File: src/rtl/core/lcdv_pkg.sv
package lcdv_pkg;

  localparam int BANK_BYTES = 384;
  localparam int VRAM_DEPTH = 2 * BANK_BYTES;
  localparam int VRAM_AW    = $clog2(VRAM_DEPTH);
  localparam int RAM_AW     = 9;

  localparam logic [1:0] OP_CTRL  = 2'd0;
  localparam logic [1:0] OP_WRITE = 2'd1;

  localparam logic [3:0] CMD_VREAD    = 4'h1;
  localparam logic [3:0] CMD_VWRITE   = 4'h2;
  localparam logic [3:0] CMD_CHAR     = 4'h3;
  localparam logic [3:0] CMD_DISP     = 4'h4;
  localparam logic [3:0] CMD_CURPAT   = 4'h6;
  localparam logic [3:0] CMD_CURCHR   = 4'h7;
  localparam logic [3:0] CMD_MODE     = 4'h8;
  localparam logic [3:0] CMD_CURMODE  = 4'h9;
  localparam logic [3:0] CMD_GLYPH    = 4'hb;
  localparam logic [3:0] CMD_CONTRAST = 4'hc;
  localparam logic [3:0] CMD_IRQ      = 4'hd;
  localparam logic [3:0] CMD_CURPOS   = 4'he;

  localparam logic [2:0] ROP_NOTA_AND = 3'd0;
  localparam logic [2:0] ROP_XOR      = 3'd1;
  localparam logic [2:0] ROP_ANDN     = 3'd3;
  localparam logic [2:0] ROP_COPY     = 3'd4;
  localparam logic [2:0] ROP_OR       = 3'd5;
  localparam logic [2:0] ROP_KEEP     = 3'd7;

  localparam logic [1:0] PIDX_LAST = 2'd3;

  typedef enum logic [1:0] {
    BUS_KEEP = 2'd0,
    BUS_ONES = 2'd1,
    BUS_SWAP = 2'd2
  } bus_act_t;

  typedef struct packed {
    logic               valid;
    bus_act_t           act;
    logic               wr;
    logic [2:0]         rop;
    logic [7:0]         data;
    logic [VRAM_AW-1:0] addr;
  } lcdv_acc_t;

  function automatic logic [7:0] raster_op(input logic [2:0] rop, input logic [7:0] old,
                                           input logic [7:0] val);
    logic [7:0] res;
    case (rop)
      ROP_NOTA_AND: res = ~old & val;
      ROP_XOR:      res = old ^ val;
      ROP_ANDN:     res = old & ~val;
      ROP_COPY:     res = val;
      ROP_OR:       res = old | val;
      ROP_KEEP:     res = old;
      default:      res = 8'h00;
    endcase
    return res;
  endfunction

  function automatic logic [RAM_AW-1:0] column_code(input logic [7:0] d);
    logic [5:0] x;
    logic [5:0] m;
    x = d[6:1];
    m = (x >= 6'd48) ? (x - 6'd48) : x;
    return RAM_AW'(m) + (d[7] ? RAM_AW'(48) : RAM_AW'(0));
  endfunction

endpackage

File: src/rtl/core/lcdv_cmd.sv
module lcdv_cmd
  import lcdv_pkg::*;
(
  input  logic             clk,
  input  logic             rst_n,
  input  logic             adv_i,
  input  logic             valid_i,
  input  logic [1:0]       op_i,
  input  logic [7:0]       data_i,
  output logic [VRAM_AW-1:0] rd_addr_o,
  output lcdv_acc_t        acc_o
);

  logic [7:0]        ctl_r, ctl_nxt;
  logic [1:0]        pidx_r, pidx_nxt;
  logic [7:0]        pb0_r, pb0_nxt;
  logic              bank_r, bank_nxt;
  logic [RAM_AW-1:0] ram_r, ram_nxt;
  logic [7:0]        tc_r, tc_nxt;
  lcdv_acc_t         acc_r, acc_nxt;

  logic [RAM_AW-1:0]  red;
  logic [VRAM_AW-1:0] vidx;
  logic [1:0]         st;
  logic [3:0]         cmd;

  // bank-relative address folded back into the bank
  assign red  = (ram_r >= RAM_AW'(BANK_BYTES)) ? (ram_r - RAM_AW'(BANK_BYTES)) : ram_r;
  assign vidx = bank_r ? (VRAM_AW'(red) + VRAM_AW'(BANK_BYTES)) : VRAM_AW'(red);
  assign rd_addr_o = vidx;

  always_comb begin
    ctl_nxt  = ctl_r;
    pidx_nxt = pidx_r;
    pb0_nxt  = pb0_r;
    bank_nxt = bank_r;
    ram_nxt  = ram_r;
    tc_nxt   = tc_r;
    st       = pidx_r;
    cmd      = pb0_r[3:0];
    acc_nxt.valid = valid_i;
    acc_nxt.act   = BUS_KEEP;
    acc_nxt.wr    = 1'b0;
    acc_nxt.rop   = pb0_r[7:5];
    acc_nxt.data  = data_i;
    acc_nxt.addr  = vidx;
    case (op_i)
      OP_CTRL: begin
        if (ctl_r == data_i) begin
          pidx_nxt = 2'd0;
        end
        ctl_nxt = data_i;
      end
      OP_WRITE: begin
        if (ctl_r[7] && ctl_r[0]) begin
          if (ctl_r[1] || ctl_r[2]) begin
            if (pidx_r != PIDX_LAST) begin
              if (pidx_r == 2'd0) begin
                pb0_nxt = data_i;
              end
              st = pidx_r + 2'd1;
            end
            pidx_nxt = st;
            cmd      = pb0_nxt[3:0];
            case (cmd)
              CMD_VREAD, CMD_VWRITE, CMD_CHAR: begin
                if (st == 2'd1) begin
                  bank_nxt = data_i[4];
                end else if (st == 2'd2) begin
                  ram_nxt = column_code(data_i);
                end else if (st == 2'd3) begin
                  ram_nxt = ram_r + (RAM_AW'(data_i[1:0]) * RAM_AW'(96));
                end
              end
              CMD_DISP, CMD_MODE, CMD_CURMODE, CMD_IRQ: begin
                pidx_nxt = 2'd0;
              end
              CMD_CONTRAST, CMD_CURPOS: begin
                if (st == 2'd3) begin
                  pidx_nxt = 2'd0;
                end
              end
              default: begin
              end
            endcase
            tc_nxt      = 8'd0;
            acc_nxt.act = BUS_ONES;
          end
        end else if (ctl_r[7]) begin
          case (pb0_r[3:0])
            CMD_VREAD: begin
              if (pb0_r[7:5] == ROP_ANDN) begin
                acc_nxt.act = BUS_SWAP;
                ram_nxt     = red + RAM_AW'(1);
                tc_nxt      = tc_r + 8'd1;
              end
            end
            CMD_VWRITE: begin
              acc_nxt.wr  = 1'b1;
              acc_nxt.act = BUS_ONES;
              ram_nxt     = red + RAM_AW'(1);
              tc_nxt      = tc_r + 8'd1;
            end
            CMD_CHAR: begin
              acc_nxt.act = BUS_ONES;
              tc_nxt      = tc_r + 8'd1;
            end
            CMD_CURPAT, CMD_GLYPH: begin
              if (tc_r < 8'd8) begin
                acc_nxt.act = BUS_ONES;
                tc_nxt      = tc_r + 8'd1;
              end
            end
            CMD_CURCHR: begin
              if (tc_r == 8'd0) begin
                acc_nxt.act = BUS_ONES;
                tc_nxt      = tc_r + 8'd1;
              end
            end
            default: begin
              acc_nxt.act = BUS_ONES;
            end
          endcase
          pidx_nxt = 2'd0;
        end
      end
      default: begin
      end
    endcase
  end

  always_ff @(posedge clk) begin
    if (!rst_n) begin
      ctl_r  <= 8'd0;
      pidx_r <= 2'd0;
      pb0_r  <= 8'd0;
      bank_r <= 1'b0;
      ram_r  <= '0;
      tc_r   <= 8'd0;
      acc_r  <= '0;
    end else if (adv_i) begin
      acc_r <= acc_nxt;
      if (valid_i) begin
        ctl_r  <= ctl_nxt;
        pidx_r <= pidx_nxt;
        pb0_r  <= pb0_nxt;
        bank_r <= bank_nxt;
        ram_r  <= ram_nxt;
        tc_r   <= tc_nxt;
      end
    end
  end

  assign acc_o = acc_r;

endmodule

File: config.mk
export PLATFORM = sky130hd
export DESIGN_NAME = lcdv_cmd
export DESIGN_NICKNAME = d
export VERILOG_FILES = /design/src/rtl/core/lcdv_pkg.sv /design/src/rtl/core/lcdv_cmd.sv
export SDC_FILE = /design/constraint.sdc
export NUM_CORES = 1
export LEC_CHECK = 0
export ABC_CLOCK_PERIOD_IN_PS = 2700
export CORE_ASPECT_RATIO = 1.1
export CORE_MARGIN = 4
export CORE_UTILIZATION = 60
export DETAILED_ROUTE_END_ITERATION = 12
export DONT_BUFFER_PORTS = 1
export PLACE_DENSITY = 0.8
export SLEW_MARGIN = 0
export SYNTH_ARGS = -nofsm -noshare
export SYNTH_HDL_FRONTEND = slang
export SYNTH_SLANG_ARGS = --single-unit
File: constraint.sdc
create_clock -name clk -period 2.7 [get_ports clk]
set_clock_uncertainty 0.05 [all_clocks]
set_input_delay 0.54 -clock clk [delete_from_list [all_inputs] [get_ports clk]]
set_output_delay 0.54 -clock clk [all_outputs]
set_load 0.03 [all_outputs]
After elaboration in Yosys (flattened, before gate mapping)
Cells that the tools add are included.
- add/sub/neg operators: 8
- $mul: 1
- $lt $le $gt $ge: 3
- equal/unequal tests: 34
- muxes and demuxes: 46
- reduce and logical (&&, ||, !) cells: 21
- operators with widths (kind ; count):
    two-way mux 8 bit ; 11
    two-way mux 9 bit ; 9
    one-hot mux 8 bit (4 select lines) ; 1
    equality test 4 bit, second input constant ; 6
    two-way mux 2 bit ; 11
    one-hot mux 9 bit (2 select lines) ; 1
    equality test 4 x 2 -> 1 bit, second input constant ; 4
    inequality test 3 bit, second input constant ; 5
    AND reduction 7 bit ; 2
    equality test 4 x 3 -> 1 bit, second input constant ; 3
    two-way mux 6 bit ; 2
    adder 9 x 9 -> 10 bit, second input constant ; 1
    two-way mux 10 bit ; 1
    AND reduction 10 bit ; 1
    adder 9 x 1 -> 9 bit, second input constant ; 1
    adder 9 bit ; 1
    greater-or-equal comparator 9 bit, second input constant ; 1
    AND reduction 9 bit ; 1
    subtractor 9 bit, second input constant ; 1
    adder 8 x 1 -> 8 bit, second input constant ; 1
    equality test 4 x 1 -> 1 bit, second input constant ; 2
    equality test 8 bit ; 1
    logical NOT 8 bit ; 1
    < comparator 8 x 4 -> 1 bit, second input constant ; 1
    28 further kinds ; 44
- flip-flop bits (word level): 61
- input bits: 14
- output and inout port bits: 35
- word-level logic and storage cells: 126

Logic depth before layout (Yosys ltp)
Gate-level depths: netlist of the first run.
- word-level depth: 12
- mapped depth: 9
- depth with buffers taken out: 9

Worst setup path before layout of the first run
OpenSTA, ideal clock, no wires.
- path kind: in2reg
- start point: in data_i[0]
- end point: reg ram_r[8]
- setup time: 0.074 ns
- arrival: 1.960 ns
- required time: 2.576 ns
- slack: 0.616 ns
- cell stages on the path: 9
- buffers on the path: 0
- cell sequence: inv_1 ha_1 inv_1 ha_1 a21o_1 a21oi_1 xnor2_1 or3_1 a31oi_1
- longest elaborated chain between the ends: 9
- elaborated cells on any way between the ends: 19
- those cells by class: 1 x add/sub; 1 x mul; 4 x eq/ne; 11 x mux; 2 x reduce/logical
- RTL lines (item ; line ; text):
    from (decl) ; lcdv_cmd.sv:9 ; input logic [7:0] data_i,
    branches (longest 9 deep; another with adder 9 bit) ; -- ;
    to (signal assigned) ; lcdv_cmd.sv:148 ; ram_r <= ram_nxt;
    to (decl) ; lcdv_cmd.sv:18 ; logic [RAM_AW-1:0] ram_r, ram_nxt;
Parallel ways; which one is timed is not known. The select of a mux whose other input is x is not followed.
A chain may end at the register's enable or synchronous reset.

Final worst setup path of the first run
- start point: reg ram_r[8]
- end point: out rd_addr_o[9]
- longest elaborated chain between the ends: 4
- elaborated cells on any way between the ends: 5
- those cells by class: 2 x add/sub; 1 x order compare; 2 x mux
- RTL lines (item ; line ; text):
    subtractor 9 bit or greater-or-equal comparator 9 bit (tied branches) ; lcdv_cmd.sv:28 ; assign red = (ram_r >= RAM_AW'(BANK_BYTES)) ? (ram_r - RAM_AW'(BANK_BYTES)) : ram_r;
    two-way mux 9 bit * ; lcdv_cmd.sv:28 ;
    adder 9 x 9 -> 10 bit * ; lcdv_cmd.sv:29 ; assign vidx = bank_r ? (VRAM_AW'(red) + VRAM_AW'(BANK_BYTES)) : VRAM_AW'(red);
    two-way mux 10 bit * ; lcdv_cmd.sv:29 ;
    to (decl) ; lcdv_cmd.sv:10 ; output logic [VRAM_AW-1:0] rd_addr_o,
Mark *: on every way between the ends. The rest lies on a longest branch, timed or not.

==> results of run 1 <==
layer usage:
| layer | part of all wire | wire length, um | global-route usage |
|---|---|---|---|
| met5 | 0 | 0 | 0 |
| met4 | 0.024 | 184 | 0.125 |
| met3 | 0.059 | 450 | 0.0624 |
| met2 | 0.49 | 3680 | 0.381 |
| met1 | 0.43 | 3260 | 0.285 |
power by group:
part           switching (mW)  leakage, nW  internal (mW)
Clock                   0.383       0.0877          0.427
Sequential             0.0236        0.485          0.895
Combinational          0.0393        0.725         0.0347
Total                   0.446         1.30           1.36
final cells by class:
type                       count  share of cell area
multi-input combinational    285               0.546
sequential                    60               0.335
clock buffer                   9              0.0346
tap                           75              0.0262
timing repair buffer          11              0.0230
clock inverter                 7              0.0216
inverter                      13              0.0136
critical path: cells and delay by family, from the launching register on:
family                     cells  cell delay (ns)
adders and majority gates      1             0.25
DFF                            1             0.35
and+or+nand+nor                2             0.81
path summary, 6_finish.rpt:
kind / slack [ns] / depth (start not counted) / end / from
worst max-delay path: 0.34 / 3 / rd_addr_o[9] / ram_r[8]$_SDFFE_PN0P_
worst min-delay path: 0.27 / 2 / ctl_r[5]$_SDFFE_PN0P_ / data_i[5]
worst max register to register: 0.65 / 5 / ram_r[2]$_SDFFE_PN0P_ / pb0_r[1]$_SDFFE_PN0P_
worst min register to register: 0.43 / 2 / ctl_r[3]$_SDFFE_PN0P_ / ctl_r[3]$_SDFFE_PN0P_
state kept, by name (all words and copies together), names as in the netlist:
name    cells
pb0_r       7
ram_r       9
tc_r        8
bank_r      1
pidx_r      2
acc_o      25
ctl_r       8
kinds of logic (layout without fill, tap and decap cells):
kind of cell	count (synthesis)	in the layout	synth area share
AND/OR/NAND/NOR	154	154	0.237
AO/OA/AOI/OAI	63	63	0.133
flip-flops	60	60	0.355
buffers and inverters	44	40	0.0655
multiplexers	37	37	0.110
XOR/XNOR	17	17	0.0441
adder cells (fa/ha/maj)	14	14	0.0555
layout by cell type (no fill, tap or decap), types with 3 or more instances in the layout:
cell / n
a211oi_1: 3
a21o_1: 3
a21oi_1: 18
a22oi_1: 3
a31oi_1: 4
and2_1: 3
and3_1: 3
buf_4: 11
clkbuf_8: 9
clkinvlp_4: 4
dfxtp_1: 60
ha_1: 11
inv_1: 13
mux2i_1: 37
nand2_1: 37
nand2b_1: 6
nand3_1: 7
nand4_1: 10
nor2_1: 43
nor2b_1: 5
nor3_1: 10
nor4_1: 4
o21ai_0: 6
o21ai_1: 4
o31ai_1: 5
or2_2: 3
or3_1: 8
xnor2_1: 16
per-stage QoR:
step / instances / hold slack, ns / util
2_1_floorplan: 389 / 0.398 / -
3_3_place_gp: 444 / 0.406 / 0.623
3_5_place_dp: 444 / 0.419 / 0.623
4_1_cts: 460 / 0.258 / 0.660
5_1_grt: 460 / 0.265 / 0.660
6_report: 460 / 0.267 / 0.660
==> results.sh, run 1 <==
export IMPL_gp_congestion=0.834
export IMPL_yosysSeqAreaShare=0.355
export IMPL_postSynthNetCount=416
export IMPL_antenna_found_initial=0
export IMPL_fmax_mhz=424
export IMPL_cts_max_level=3
export IMPL_tritoncts="built"
export IMPL_fill_cells=444
export IMPL_drv_cap=0
export IMPL_hold_viol_final=0
export IMPL_slew_viol_final=0
export IMPL_status="finished, final reports clean"
export IMPL_synthFlopType="dfxtp_1"
export IMPL_fp_dieH_um=86.7
export IMPL_die_width_um=79.6
export IMPL_diodes=0
export IMPL_wl_um=7580
export IMPL_netlist_top_cells_area="dfxtp_1 36%, mux2i_1 11%, nor2_1 4.8%"
export IMPL_grt_max_degree=30
export IMPL_dr_pass1_iters=4
export IMPL_synth_edf_count=0
export IMPL_synth_distinct_cells=59
export IMPL_netlist_top_cells_count="60 x dfxtp_1, 43 x nor2_1, 37 x mux2i_1, 37 x nand2_1, 18 x a21oi_1"
export IMPL_worstPathRequired_ns=2.11
export IMPL_io_buffers=0
export IMPL_clock_path_buffers=2
export IMPL_routedWlPerCell_um=16.5
export IMPL_clk_latency_ns=0.35
export IMPL_setup_slack_ns=0.343
export IMPL_fin_crit_ns=2.36
export IMPL_slowest_delay_ns=0.55
export IMPL_async_reset_ff_frac=0
export IMPL_clock_sinks=60
export IMPL_final_nets=407
export IMPL_crit_arrival_ns=1.77
export IMPL_fin_crit_sh=0.873
export IMPL_viasPerCell=5.96
export IMPL_power_leakage_nw=1.30
export IMPL_path_class="reg -> out"
export IMPL_drt_iter0_markers=184
export IMPL_power_density_mw_per_mm2=503
export IMPL_synth_seq_cells=60
export IMPL_cp_start_kind="register"
export IMPL_synth_top_cell_by_area="dfxtp_1"
export IMPL_drc=0
export IMPL_end_kind="output port"
export IMPL_multi_input_area_mm2=0.00196
export IMPL_pre_cts_slack_ns=0.492
export IMPL_synthToLayoutAreaGrowth_pct=6.07
export IMPL_peakVddDrop_mv=0.559
export IMPL_via_count=2740
export IMPL_placed_area_mm2=0.00338
export IMPL_worst_pin_slew_ns=0.870
export IMPL_synth_area_mm2=0.00338
export IMPL_grt_pass1_wl_um=12600
export IMPL_layout_drive_gt1_share=0.117
export IMPL_grt_total_usage=0.236
export IMPL_regArea_mm2=0.00120
export IMPL_cts_hold_buf=0
export IMPL_cp_cell_sequence="nand2b_1 > ha_1 > nor2b_1"
export IMPL_cp_max_fo=4
export IMPL_max_slew_margin_rel=0.420
export IMPL_cts_buffers=9
export IMPL_finalSetupViolCount=0
export IMPL_core_area_mm2=0.00543
export IMPL_min_path_type="in -> reg"
export IMPL_synthCells=389
export IMPL_synth_most_common_cell="dfxtp_1"
export IMPL_grt_pass1_vias=2628
export IMPL_grt_ovfl_total=0
export IMPL_die_area_mm2=0.00690
export IMPL_tns_ns=0
export IMPL_critPathSlowestCell="nor2b_1"
export IMPL_fin_area_mm2=0.00358
export IMPL_synth_area_per_cell_um2=8.69
export IMPL_num_rows=28
export IMPL_yosysWarnings=0
export IMPL_ant_nets=0
export IMPL_rsz0062_at_grt="no"
export IMPL_cts_resized=0
export IMPL_num_io_pins=49
export IMPL_synth_top_cell_area_share=0.355
export IMPL_dp_hpwl_um=5450
export IMPL_start_util=0.622
export IMPL_report_power_total_mw=1.80
export IMPL_root_buffer="clkbuf_8"
export IMPL_post_cts_buffers=0
export IMPL_cts_clk_slew_worst_paths_ns=0.07
Power figures use the tool's default switching activity.
==> run 2: changes to the inputs <==
Settings changed: ABC_CLOCK_PERIOD_IN_PS 2700 to 2490.
Clock period 2.7 ns to 2.49 ns, I/O delays scaled along.
==> run 2 against run 1 <==
Net effect: wire length grew 4.0%; global-route usage grew 1.1 points; cell count grew 0.65%; sequential cell count is the same; non-clock buffer count grew 3; clock power grew 19%; critical path type unchanged; combinational power grew 15%; first-iteration DRC count grew 32%; core utilization grew 0.67 points; sequential power grew 8.4%.
==> results.sh, run 2 (synthesis results as in run 1) <==
export IMPL_tns_ns=0
export IMPL_synthToLayoutAreaGrowth_pct=7.15
export IMPL_root_buffer="clkbuf_8"
export IMPL_clock_sinks=60
export IMPL_die_width_um=79.6
export IMPL_cp_max_fo=4
export IMPL_hold_ws_ns=0.219
export IMPL_core_area_mm2=0.00543
export IMPL_reg2reg_depth=7
export IMPL_largest_reg_flops=25
export IMPL_worstPathRequired_ns=1.94
export IMPL_hold_end="acc_o[21]$_SDFFE_PN0P_"
export IMPL_final_nets=410
export IMPL_start_util=0.622
export IMPL_cts_max_level=3
export IMPL_layout_cells_most_common_list="60 x dfxtp_1, 43 x nor2_1, 37 x mux2i_1, 37 x nand2_1, 18 x a21oi_1"
export IMPL_clock_path_buffers=2
export IMPL_max_slew_margin_rel=0.485
export IMPL_fin_area_mm2=0.00362
export IMPL_die_area_mm2=0.00690
export IMPL_status="finished, final reports clean"
export IMPL_via_count=2852
export IMPL_power_leakage_nw=1.34
export IMPL_crit_arrival_ns=1.66
export IMPL_fmax_mhz=453
export IMPL_grt_max_degree=25
export IMPL_grt_pass1_wl_um=13300
export IMPL_worst_r2r_endpoint="tc_r[5]$_SDFFE_PN0P_"
export IMPL_hold_depth=1
export IMPL_routedWlPerCell_um=17.0
export IMPL_post_cts_buffers=0
export IMPL_dp_hpwl_um=5570
export IMPL_dr_pass1_iters=7
export IMPL_worst_pin_slew_ns=0.767
export IMPL_hold_viol_final=0
export IMPL_grt_ovfl_total=0
export IMPL_drt_iter0_markers=242
export IMPL_grt_pass1_vias=2707
export IMPL_cp_start_kind="register"
export IMPL_ant_nets=0
export IMPL_viasPerCell=6.16
export IMPL_drv_cap=0
export IMPL_cts_resized=0
export IMPL_fill_cells=440
export IMPL_grt_total_usage=0.247
export IMPL_fin_crit_ns=2.21
export IMPL_end_kind="output port"
export IMPL_fin_crit_sh=0.886
export IMPL_clk_latency_ns=0.35
export IMPL_drc=0
export IMPL_gp_congestion=0.819
export IMPL_cts_buffers=9
export IMPL_rsz0062_at_grt="no"
export IMPL_fp_dieH_um=86.7
export IMPL_wl_um=7880
export IMPL_num_io_pins=49
export IMPL_num_rows=28
export IMPL_min_from="rst_n"
export IMPL_slew_viol_final=0
export IMPL_power_density_mw_per_mm2=564
export IMPL_tritoncts="built"
export IMPL_reg2reg_from="tc_r[0]$_SDFFE_PN0P_"
export IMPL_mostFrequentLayoutCell="dfxtp_1"
export IMPL_finalSetupViolCount=0
export IMPL_utilization=0.667
export IMPL_diodes=0
export IMPL_placed_cells=447
export IMPL_worst_r2r_setup_slack_ns=0.43
export IMPL_layout_drive_gt1_share=0.121
export IMPL_cts_clk_slew_worst_paths_ns=0.07
export IMPL_min_path_type="in -> reg"
export IMPL_peakVddDrop_mv=0.449
export IMPL_antenna_found_initial=0
export IMPL_fin_cells=463
export IMPL_placed_area_mm2=0.00341
export IMPL_cts_hold_buf=0
export IMPL_path_class="reg -> out"
export IMPL_io_buffers=0
## run 2: worst max path at each step
stage,from,endpoint,slack [ns],cells past startpoint
6_report,ram_r[8]$_SDFFE_PN0P_,rd_addr_o[8],0.28,4
3_3_place_gp,op_i[1],ram_r[6]$_SDFFE_PN0P_,0.38,5
5_1_grt,ram_r[8]$_SDFFE_PN0P_,rd_addr_o[8],0.22,4
4_1_cts,ram_r[8]$_SDFFE_PN0P_,rd_addr_o[7],0.29,2
2_1_floorplan,data_i[0],ram_r[8]$_SDFFE_PN0P_,0.45,9
3_5_place_dp,op_i[1],ram_r[6]$_SDFFE_PN0P_,0.34,5
## run 2: layout make-up
type | count | area, um2 | share of cell area
Tap cell | 75 | 93.8 | 0.0259
Timing Repair Buffer | 14 | 105 | 0.0290
Clock buffer | 10 | 128 | 0.0352
Clock inverter | 6 | 87.6 | 0.0242
Inverter | 13 | 48.8 | 0.0135
Sequential cell | 60 | 1200 | 0.332
Multi-Input combinational cell | 285 | 1960 | 0.540
## run 2: through the flow
stage          total power [mW]  setup slack [ns]
3_3_place_gp               1.10             0.381
4_1_cts                    2.05             0.292
6_report                   2.04             0.284
2_1_floorplan              1.10             0.448
3_5_place_dp               1.10             0.342
5_1_grt                    2.11             0.218
## run 2: layer usage
layer | wire [um] | GRT usage
met1 | 3260 | 0.304
met2 | 3830 | 0.394
met3 | 552 | 0.0603
met4 | 239 | 0.136
met5 | 0 | 0
## run 2: critical path, cell delays in order (launching register included)
cell and delay, ns:
dfxtp_1 0.42, nand2b_1 0.29, ha_1 0.28, mux2i_1 0.13, buf_4 0.19
## run 2: where the power goes
part	leakage (nW)	switching, mW	internal (mW)
Clock	0.111	0.397	0.565
Combinational	0.740	0.0456	0.0394
Sequential	0.485	0.0255	0.971
Total	1.34	0.468	1.58
==> run 3: changes to the inputs <==
Settings changed: ABC_AREA from default to 1, ABC_CLOCK_PERIOD_IN_PS 2490 to 2850, CORE_ASPECT_RATIO 1.1 to 0.7.
Clock period 2.49 ns to 2.85 ns, I/O delays scaled along.
==> run 3 against run 2 <==
Net effect: via count grew 12%; critical endpoint is now rd_addr_o[9]; first-iteration DRC count grew 26%; critical path depth grew 1; synthesized area grew 3.8%.
==> results.sh, run 3 <==
export IMPL_reg2reg_depth=8
export IMPL_rsz0062_at_grt="no"
export IMPL_peakVddDrop_mv=0.306
export IMPL_grt_ovfl_total=0
export IMPL_grt_total_usage=0.245
export IMPL_synthCells=500
export IMPL_dp_hpwl_um=6310
export IMPL_utilization=0.667
export IMPL_slew_viol_final=0
export IMPL_synth_top_cell_area_share=0.342
export IMPL_ant_nets=0
export IMPL_end_kind="output port"
export IMPL_mostFrequentLayoutCell="nand2_1"
export IMPL_fmax_mhz=415
export IMPL_cp_cell_sequence="inv_1 > nor2_1 > inv_1 > ha_1 > nor2_1"
export IMPL_synth_top_cell_by_area="dfxtp_1"
export IMPL_postSynthNetCount=527
export IMPL_report_power_total_mw=1.75
export IMPL_fill_cells=481
export IMPL_min_path_type="in -> reg"
export IMPL_worst_pin_slew_ns=0.764
export IMPL_crit_arrival_ns=1.79
export IMPL_netlist_top_cells_count="97 x nand2_1, 65 x nor2_1, 60 x dfxtp_1"
export IMPL_clock_sinks=60
export IMPL_yosysSeqAreaShare=0.342
export IMPL_yosysWarnings=0
export IMPL_reg2reg_from="ctl_r[0]$_SDFFE_PN0P_"
export IMPL_status="finished, final reports clean"
export IMPL_hold_viol_final=0
export IMPL_final_nets=514
export IMPL_dr_pass1_iters=5
export IMPL_fp_dieH_um=72.0
export IMPL_largest_reg_flops=25
export IMPL_via_count=3190
export IMPL_fin_crit_sh=0.845
export IMPL_io_buffers=0
export IMPL_multi_input_area_mm2=0.00195
export IMPL_synth_area_mm2=0.00351
export IMPL_tns_ns=0
export IMPL_power_leakage_nw=1.61
export IMPL_synth_edf_count=0
export IMPL_drc=0
export IMPL_post_cts_buffers=0
export IMPL_num_io_pins=49
export IMPL_placed_cells=548
export IMPL_max_slew_margin_rel=0.489
export IMPL_layout_cells_most_common_list="97 x nand2_1, 65 x nor2_1, 60 x dfxtp_1"
export IMPL_synth_seq_cells=60
export IMPL_fin_crit_ns=2.41
export IMPL_cts_resized=0
export IMPL_async_reset_ff_frac=0
export IMPL_cts_clk_slew_worst_paths_ns=0.07
export IMPL_die_width_um=99.4
export IMPL_tritoncts="built"
export IMPL_layout_drive_gt1_share=0.120
export IMPL_synth_area_per_cell_um2=7.02
export IMPL_path_class="reg -> out"
export IMPL_finalSetupViolCount=0
export IMPL_clk_latency_ns=0.34
export IMPL_hold_depth=1
export IMPL_min_from="adv_i"
export IMPL_num_rows=22
export IMPL_routedWlPerCell_um=15.1
export IMPL_worst_r2r_endpoint="bank_r$_SDFFE_PN0P_"
export IMPL_synth_distinct_cells=38
export IMPL_core_area_mm2=0.00545
export IMPL_synthToLayoutAreaGrowth_pct=3.60
export IMPL_drv_cap=0
export IMPL_drt_iter0_markers=305
export IMPL_fin_cells=564
export IMPL_synth_most_common_cell="nand2_1"
export IMPL_grt_pass1_wl_um=13900
export IMPL_clock_path_buffers=2
export IMPL_viasPerCell=5.66
export IMPL_cp_start_kind="register"
export IMPL_cts_max_level=3
export IMPL_antenna_found_initial=0
export IMPL_gp_congestion=0.973
export IMPL_power_density_mw_per_mm2=481
export IMPL_regArea_mm2=0.00120
export IMPL_die_area_mm2=0.00715
export IMPL_wl_um=8520
export IMPL_diodes=0
export IMPL_cp_max_fo=4
export IMPL_grt_pass1_vias=2835
export IMPL_cts_hold_buf=0
export IMPL_hold_end="acc_o[4]$_SDFFE_PN0P_"
export IMPL_worst_r2r_setup_slack_ns=0.95
export IMPL_critPathSlowestCell="nor2_1"
export IMPL_start_util=0.644
export IMPL_worstPathRequired_ns=2.23
export IMPL_cts_buffers=9
export IMPL_slowest_delay_ns=0.54
export IMPL_synthFlopType="dfxtp_1"
export IMPL_grt_max_degree=48
export IMPL_root_buffer="clkbuf_8"
export IMPL_netlist_top_cells_area="dfxtp_1 34%, nand2_1 10%, nor2_1 7.0%"
==> run 3: cell count changes after synthesis, sizes merged, moves of 12 or more <==
cell / before / now
a21oi: 18 / 46
inv: 13 / 53
mux2i: 37 / 0
nand2: 39 / 106
nand3: 7 / 37
nor2: 45 / 80
o21ai: 10 / 51
xnor2: 16 / 4
==> run 3: worst max-delay path by stage <==
stage | start | endpoint | slack, ns | depth (start not counted)
floorplan | ram_r[7]$_SDFFE_PN0P_ | rd_addr_o[8] | 0.98 | 6
global placement | ram_r[7]$_SDFFE_PN0P_ | rd_addr_o[9] | 0.84 | 5
detailed placement | ram_r[7]$_SDFFE_PN0P_ | rd_addr_o[9] | 0.83 | 5
CTS | ram_r[7]$_SDFFE_PN0P_ | rd_addr_o[9] | 0.45 | 5
global route | ram_r[7]$_SDFFE_PN0P_ | rd_addr_o[9] | 0.35 | 5
finish | ram_r[7]$_SDFFE_PN0P_ | rd_addr_o[9] | 0.44 | 5
==> run 3: through the flow <==
stage                     area [um2]  hold WS [ns]  worst slack, ns
after floorplan                 3510         0.394            0.976
after global placement          3450         0.403            0.844
after detailed placement        3450         0.424            0.829
after CTS                       3630         0.252            0.452
after global routing            3630         0.243            0.347
final                           3630         0.267            0.442
==> run 3: worst max-delay path, delay by kind of cell (launching register included) <==
family                   cells  cell delay [ns]
adder cells (fa/ha/maj)      1             0.20
buffers and inverters        2             0.18
flip-flops                   1             0.33
AND/OR/NAND/NOR              2             0.73
==> run 3: final cells by class <==
| cell class | count | area share |
|---|---|---|
| Timing Repair Buffer | 1 | 0.00207 |
| Tap cell | 72 | 0.0248 |
| Clock buffer | 11 | 0.0361 |
| Sequential cell | 60 | 0.330 |
| Clock inverter | 5 | 0.0145 |
| Multi-Input combinational cell | 361 | 0.536 |
| Inverter | 54 | 0.0561 |
==> run 3: routing by layer <==
metal / GRT usage / vias to the layer above / share of wire
met5: 0 / - / 0
met2: 0.342 / 140 / 0.40
met3: 0.0845 / 11 / 0.10
met4: 0.0727 / 0 / 0.012
met1: 0.356 / 1449 / 0.49
li1: - / 1590 / -
==> run 3: power breakdown <==
part / internal [mW] / total, mW / switching [mW] / leakage (nW)
Combinational: 0.0346 / 0.0968 / 0.0622 / 1.03
Clock: 0.400 / 0.741 / 0.341 / 0.0931
Sequential: 0.860 / 0.910 / 0.0495 / 0.488
==> run 3: cells by family after synthesis <==
kind of cell,after synthesis,share of synthesized area
AND/OR/NAND/NOR,236,0.326
AO/OA/AOI/OAI,103,0.156
buffers and inverters,79,0.102
flip-flops,60,0.342
adder cells (fa/ha/maj),13,0.0506
XOR/XNOR,9,0.0225
